**src/hdl/lpr_pkg.sv**
```systemverilog
`timescale 1ns / 1ps

package lpr_pkg;

  localparam int MAX_FRAMES  = 8;
  localparam int PAGE_BITS   = 16;
  localparam int CFG_W       = 4;
  localparam int COUNT_W     = 32;
  localparam int FRAME_CNT_W = $clog2(MAX_FRAMES + 1);
  localparam int CFG_RESET   = 8;

  typedef logic [PAGE_BITS-1:0] page_t;

  // one frame of the recency chain
  typedef struct packed {
    logic  valid;
    page_t page;
  } lpr_entry_t;

  // per-cycle control broadcast to every cell
  typedef struct packed {
    logic step;
    logic clear;
    logic hit_any;
  } lpr_ctl_t;

  localparam lpr_entry_t EMPTY_ENTRY = '{valid: 1'b0, page: '0};

endpackage

```
**src/hdl/lru_page_replacement.sv**
```systemverilog
`timescale 1ns / 1ps
// LRU page replacement over up to MAX_FRAMES frames.
// Input channel: page_i with in_valid_i / in_stall_o; a word is taken at a
// clock edge with in_valid_i high and in_stall_o low. Each word is one page
// reference.
// Output channel: fault_o, victim_valid_o, victim_page_o, fault_total_o with
// out_valid_o / out_stall_i; one result word per reference.
// The result is registered and shown in the cycle after the reference is
// taken. Throughput is one reference per cycle while the receiver does not
// stall, set by the compare-and-shift along the chain of frame cells.
// When the receiver stalls, the result word holds and in_stall_o rises, so
// at most one result is ever waiting. frames_in_use_i is written when
// cfg_we_i is high; the user must do so only while the block is idle, and
// the block does not enforce it. Each write empties every frame and keeps
// the fault count. Reset empties all frames, clears the fault count and
// sets the frame count to eight. Zero acts as one, above MAX_FRAMES as max.
module lru_page_replacement (
  input  logic                          clk_i,
  input  logic                          rst_ni,
  input  logic                          cfg_we_i,
  input  logic [lpr_pkg::CFG_W-1:0]     frames_in_use_i,
  input  logic                          in_valid_i,
  output logic                          in_stall_o,
  input  logic [lpr_pkg::PAGE_BITS-1:0] page_i,
  output logic                          out_valid_o,
  input  logic                          out_stall_i,
  output logic                          fault_o,
  output logic                          victim_valid_o,
  output logic [lpr_pkg::PAGE_BITS-1:0] victim_page_o,
  output logic [lpr_pkg::COUNT_W-1:0]   fault_total_o
);

  logic [lpr_pkg::CFG_W-1:0]       frames_q;
  logic [lpr_pkg::FRAME_CNT_W-1:0] n_act;
  logic [lpr_pkg::COUNT_W-1:0]     cnt_q, cnt_d;
  logic                            out_valid_q;
  logic                            fault_q, vv_q;
  lpr_pkg::page_t                  vp_q;
  logic                            accept;
  lpr_pkg::lpr_ctl_t               ctl;

  lpr_pkg::lpr_entry_t entries [lpr_pkg::MAX_FRAMES];
  logic [lpr_pkg::MAX_FRAMES:0] seen;

  assign in_stall_o = out_valid_q & out_stall_i;
  assign accept     = in_valid_i & ~in_stall_o;

  always_comb begin
    if (frames_q == '0) begin
      n_act = lpr_pkg::FRAME_CNT_W'(1);
    end else if (32'(frames_q) > 32'(lpr_pkg::MAX_FRAMES)) begin
      n_act = lpr_pkg::FRAME_CNT_W'(lpr_pkg::MAX_FRAMES);
    end else begin
      n_act = lpr_pkg::FRAME_CNT_W'(frames_q);
    end
  end

  assign seen[0]     = 1'b0;
  assign ctl.step    = accept;
  assign ctl.clear   = cfg_we_i;
  assign ctl.hit_any = seen[lpr_pkg::MAX_FRAMES];

  for (genvar i = 0; i < lpr_pkg::MAX_FRAMES; i++) begin : g_cell
    lpr_pkg::lpr_entry_t upper;
    if (i == lpr_pkg::MAX_FRAMES - 1) begin : g_last
      assign upper = lpr_pkg::EMPTY_ENTRY;
    end else begin : g_mid
      assign upper = entries[i+1];
    end
    lpr_cell u_cell (
      .clk_i      (clk_i),
      .rst_ni     (rst_ni),
      .ctl_i      (ctl),
      .active_i   (lpr_pkg::FRAME_CNT_W'(i) < n_act),
      .is_top_i   (lpr_pkg::FRAME_CNT_W'(i + 1) == n_act),
      .ref_page_i (page_i),
      .upper_i    (upper),
      .seen_i     (seen[i]),
      .entry_o    (entries[i]),
      .seen_o     (seen[i+1])
    );
  end

  always_comb begin
    cnt_d = cnt_q;
    if (accept && !ctl.hit_any && (cnt_q != '1)) begin
      cnt_d = cnt_q + lpr_pkg::COUNT_W'(1);
    end
  end

  always_ff @(posedge clk_i or negedge rst_ni) begin
    if (!rst_ni) begin
      frames_q    <= lpr_pkg::CFG_W'(lpr_pkg::CFG_RESET);
      cnt_q       <= '0;
      out_valid_q <= 1'b0;
    end else begin
      if (cfg_we_i) begin
        frames_q <= frames_in_use_i;
      end
      cnt_q <= cnt_d;
      if (accept) begin
        out_valid_q <= 1'b1;
      end else if (!out_stall_i) begin
        out_valid_q <= 1'b0;
      end
    end
  end

  // victim is always the least recent frame
  always_ff @(posedge clk_i) begin
    if (accept) begin
      fault_q <= ~ctl.hit_any;
      vv_q    <= ~ctl.hit_any & entries[0].valid;
      vp_q    <= (~ctl.hit_any & entries[0].valid) ? entries[0].page : '0;
    end
  end

  assign out_valid_o    = out_valid_q;
  assign fault_o        = fault_q;
  assign victim_valid_o = vv_q;
  assign victim_page_o  = vp_q;
  assign fault_total_o  = cnt_q;

endmodule

```
**src/hdl/lpr_cell.sv**
```systemverilog
`timescale 1ns / 1ps

module lpr_cell (
  input  logic                clk_i,
  input  logic                rst_ni,
  input  lpr_pkg::lpr_ctl_t   ctl_i,
  input  logic                active_i,
  input  logic                is_top_i,
  input  lpr_pkg::page_t      ref_page_i,
  input  lpr_pkg::lpr_entry_t upper_i,
  input  logic                seen_i,
  output lpr_pkg::lpr_entry_t entry_o,
  output logic                seen_o
);

  logic           valid_q, valid_d;
  lpr_pkg::page_t page_q, page_d;
  logic           match;
  logic           shift;

  assign match  = active_i & valid_q & (page_q == ref_page_i);
  // hit at or below this position, handed on to the next cell up
  assign seen_o = seen_i | match;
  // on a miss the whole active chain moves down by one
  assign shift  = active_i & (~ctl_i.hit_any | seen_o);

  always_comb begin
    valid_d = valid_q;
    page_d  = page_q;
    if (ctl_i.clear) begin
      valid_d = 1'b0;
    end else if (ctl_i.step && shift) begin
      if (is_top_i) begin
        valid_d = 1'b1;
        page_d  = ref_page_i;
      end else begin
        valid_d = upper_i.valid;
        page_d  = upper_i.page;
      end
    end
  end

  always_ff @(posedge clk_i or negedge rst_ni) begin
    if (!rst_ni) begin
      valid_q <= 1'b0;
    end else begin
      valid_q <= valid_d;
    end
  end

  always_ff @(posedge clk_i) begin
    page_q <= page_d;
  end

  assign entry_o = '{valid: valid_q, page: page_q};

endmodule

```
**config.mk**
```make
export PLATFORM = sky130hd
export DESIGN_NAME = lru_page_replacement
export DESIGN_NICKNAME = d
export VERILOG_FILES = /design/src/hdl/lpr_pkg.sv /design/src/hdl/lru_page_replacement.sv /design/src/hdl/lpr_cell.sv
export SDC_FILE = /design/constraint.sdc
export NUM_CORES = 1
export LEC_CHECK = 0
export BUFFER_PORTS_ARGS = -buffer_cell sky130_fd_sc_hd__clkbuf_2
export CAP_MARGIN = 30
export CORE_AREA = 5 5 157 159
export CTS_CLUSTER_SIZE = 8
export DETAILED_ROUTE_END_ITERATION = 16
export DIE_AREA = 0 0 162 164
export GPL_TIMING_DRIVEN = 0
export PLACE_DENSITY = 0.71
export SYNTH_ARGS = -nofsm -noshare
export SYNTH_HDL_FRONTEND = slang
export SYNTH_HIERARCHICAL = 1
export SYNTH_SLANG_ARGS = --single-unit
```
**constraint.sdc**
```tcl
create_clock -name clk_i -period 4.1 [get_ports clk_i]
set_input_delay 0.205 -clock clk_i [delete_from_list [all_inputs] [get_ports clk_i]]
set_output_delay 0.205 -clock clk_i [all_outputs]
set_load 0.02 [all_outputs]
```
==> key figures <==
Synth
  • FF+latch count, synth: 191
  • Synth unique cells: 45
  • Yosys synthesis warning count: 6
  • Seq/Total Area, Yosys: 0.5428
  • Async SR Flop Fraction: 0.2356
  • Main synth FF type: edfxtp_1
  • EDFF count, synth: 146
  • Syn avg cell area: 13.31 µm²
  • Synthesized cell area: 0.01015 mm²
  • Synth Instances: 763

Critical path
  • Worst Setup End Kind: register
  • Reg-to-reg startpoint: frames_q[2]$_DFFE_PN0P_
  • FF-to-FF setup slack: 0.27 ns
  • Setup CP Type: reg2reg
  • Crit path launch: frames_q[2]$_DFFE_PN0P_
  • End point of the critical path: fault_total_o[27]$_DFFE_PN0P_
  • Max FO, Critical Path: 7
  • CP Launch Type: register
  • Worst r2r path cells: 23
  • Arrival time worst endpoint: 4.17 ns
  • Crit Reg-Reg Endpoint: fault_total_o[27]$_DFFE_PN0P_
  • Worst EP required: 4.44 ns

STA
  • Setup-failing EPs final: 0
  • Worst clock skew: 0.01032 ns
  • Fmax: 0.2610 GHz
  • Period utilization: 0.9343
  • Crit path time final: 3.831 ns
  • Post-route setup slack: 0.2692 ns
  • Final hold vios: 0
  • Max Slew Vio Count: 0
  • Worst Max-Slew Pin Slew: 0.6610 ns
  • Slew HR: 0.5524
  • Total Negative Setup Slacks: 0 ns

Run
  • MaxCap Viol Count: 0

Global routing
  • Vias in the first global route: 6,131
  • Gr ovfl total: 0
  • First-pass GRT wire length: 30.23 mm
  • GR Util All Layers: 0.1411
  • Largest net degree at the start of global routing: 29
  • Initial antenna violation count: 0

Clocking
  • Num CTS Buffers: 17
  • Max clock buf depth: 2
  • TritonCTS clock tree: built
  • CTS sink count: 191
  • Clock root cell: clkbuf_16
  • H-tree level count: 4
  • Worst-Skew Late Latency: 0.43 ns
  • Reg clk slew, reported paths: 0.07 ns

Finish
  • Nets: 913
  • Antenna Cells: 0
  • Commonest cells after routing, fill and taps aside: edfxtp_1, mux2_2, xor2_1, clkbuf_2, dfrtp_1
  • Area growth, synth to finish: 15.81%
  • Most common cell after layout, fill and taps aside: edfxtp_1
  • Layout fillers: 2,037
  • Fin cells: 1,188
  • Share of cells above drive strength 1: 0.3441

Power and ir drop
  • Pleak: 4.519 nW
  • Max VDD drop: 0.2544 mV
  • Power per cell area: 377.2 mW/mm²

Place
  • Placed Cells: 1,151
  • IO Port Bufs: 76
  • Placer congestion estimate: 0.8542
  • Post-DP HPWL: 13.87 mm
  • Post-place setup slack: -0.1979 ns

Die
  • Die Y-Extent: 164 µm
  • I/O Pins: 77
  • Initial Utilization: 0.4392
  • Core area: 0.02312 mm²
  • Rows: 56
  • Die X: 162 µm
  • Die Area: 0.02657 mm²

Hold path
  • HP Class: in2reg

Detailed routing
  • TritonRoute pass-1 iters: 4
  • DRT antenna net count: 0
  • DRC violations left: 0
  • Drt initial violations: 193
  • Via density: 5.006
  • Routed len/inst: 15.62 µm
  • Via count: 5,947
  • WL final: 18.56 mm

Run status
  • Status: finished clean
## per-layer routing
metal	up-vias	track usage	share of wire
met5	-	0	0
met4	0	0.03306	0.0074
met3	8	0.02961	0.030
met2	77	0.2435	0.51
met1	2846	0.1838	0.46
li1	3016	-	-
## layout make-up
| cell class | instances | area [µm²] | share of cell area |
|---|---|---|---|
| tap | 290 | 362.8 | 0.03085 |
| timing repair buffer | 86 | 501.7 | 0.04266 |
| clock buffer | 17 | 425.4 | 0.03617 |
| clock inverter | 13 | 165.2 | 0.01404 |
| buffer | 27 | 152.6 | 0.01298 |
| inverter | 14 | 52.55 | 0.004469 |
| sequential | 191 | 5512 | 0.4687 |
| multi-input combinational | 550 | 4588 | 0.3901 |
## through the flow
step           cell area [µm²]  hold slack [ns]    util  total power, mW
6_report                 11760          0.01638  0.5086            4.435
3_3_place_gp             10970           0.4143  0.4744            2.769
3_5_place_dp             11030           0.1905  0.4771            2.792
4_1_cts                  11680         0.002476  0.5052            4.460
2_1_floorplan            10230         -0.09059       -            2.612
5_1_grt                  11760          0.01064  0.5086            4.601
## synthesized netlist by cell type (9+ instances only)
master,count,share of area
a21o_1,9,0.0067
and2_1,17,0.010
and3_1,12,0.0074
buf_2,16,0.0079
dfrtp_1,44,0.11
edfxtp_1,146,0.43
inv_1,14,0.0052
mux2_2,133,0.15
nand2_1,25,0.0092
nand2b_1,10,0.0062
nand3_1,21,0.010
nand4_1,19,0.012
nor2_1,21,0.0078
nor3_1,12,0.0059
nor4_1,26,0.016
xnor2_1,33,0.028
xor2_1,126,0.11
## registers in the layout, summed over array words and instances, names as in the netlist
name / count
g_cell.u_cell/page_q: 128
fault_total_o: 32
victim_page_o: 16
g_cell.u_cell/valid_q: 8
frames_q: 4
fault_o: 1
out_valid_o: 1
victim_valid_o: 1
## kinds of logic (layout without fill, tap and decap cells)
family / after synthesis / count (layout) / synth area share
compound gates: 37 / 37 / 0.03080
fa+ha+maj: 1 / 1 / 0.001232
flops: 191 / 191 / 0.5428
xor+xnor: 159 / 159 / 0.1371
simple gates: 191 / 191 / 0.1119
buf+inv: 41 / 157 / 0.02008
other cells: 2 / 21 / 0.0007396
mux: 141 / 141 / 0.1554
## worst min path at each step
stage | cells after the start | slack, ns | from | to
after floorplan | 0 | -0.09 | rst_ni | fault_total_o[0]$_DFFE_PN0P_
after global placement | 2 | 0.41 | in_valid_i | out_valid_o$_DFFE_PN0P_
after detailed placement | 1 | 0.19 | rst_ni | fault_total_o[27]$_DFFE_PN0P_
after CTS | 2 | 0.002 | frames_in_use_i[0] | frames_q[0]$_DFFE_PN0P_
after global routing | 2 | 0.01 | frames_in_use_i[2] | frames_q[2]$_DFFE_PN0P_
final | 2 | 0.02 | frames_in_use_i[2] | frames_q[2]$_DFFE_PN0P_
## power breakdown
| group | internal [mW] | leakage [nW] | switching, mW |
|---|---|---|---|
| sequential | 2.18 | 1.94 | 0.0626 |
| clock | 0.957 | 0.282 | 0.716 |
| combinational | 0.231 | 2.30 | 0.291 |
| total | 3.37 | 4.52 | 1.07 |
## what timing repair did
| item | in CTS | in global routing |
|---|---|---|
| hold buffers | 4 | 0 |
| setup endpoints to repair | 111 | 171 |
| pin swaps | 0 | 3 |
| setup buffers | 0 | 3 |
| gates resized for setup | 3 | 17 |
| endpoints found under the hold margin | 20 | 0 |
## critical path, stage by stage, from the launching register on
cell     delay [ns]
dfrtp_1        0.43
nor2_4         0.16
inv_2          0.08
nor2_2         0.12
inv_1          0.09
and3_1         0.17
nand4_1        0.15
o41ai_2        0.09
inv_1          0.08
o41ai_1        0.07
inv_1          0.09
o41ai_1        0.09
inv_1          0.09
o41ai_1        0.07
inv_1          0.08
o41ai_1        0.07
inv_1          0.08
o41ai_1        0.07
inv_1          0.12
o41ai_4        0.16
or3_4          0.45
or4b_4         0.59
nor2_1         0.15
xor2_1         0.17
(Power assumes the default switching activity.)
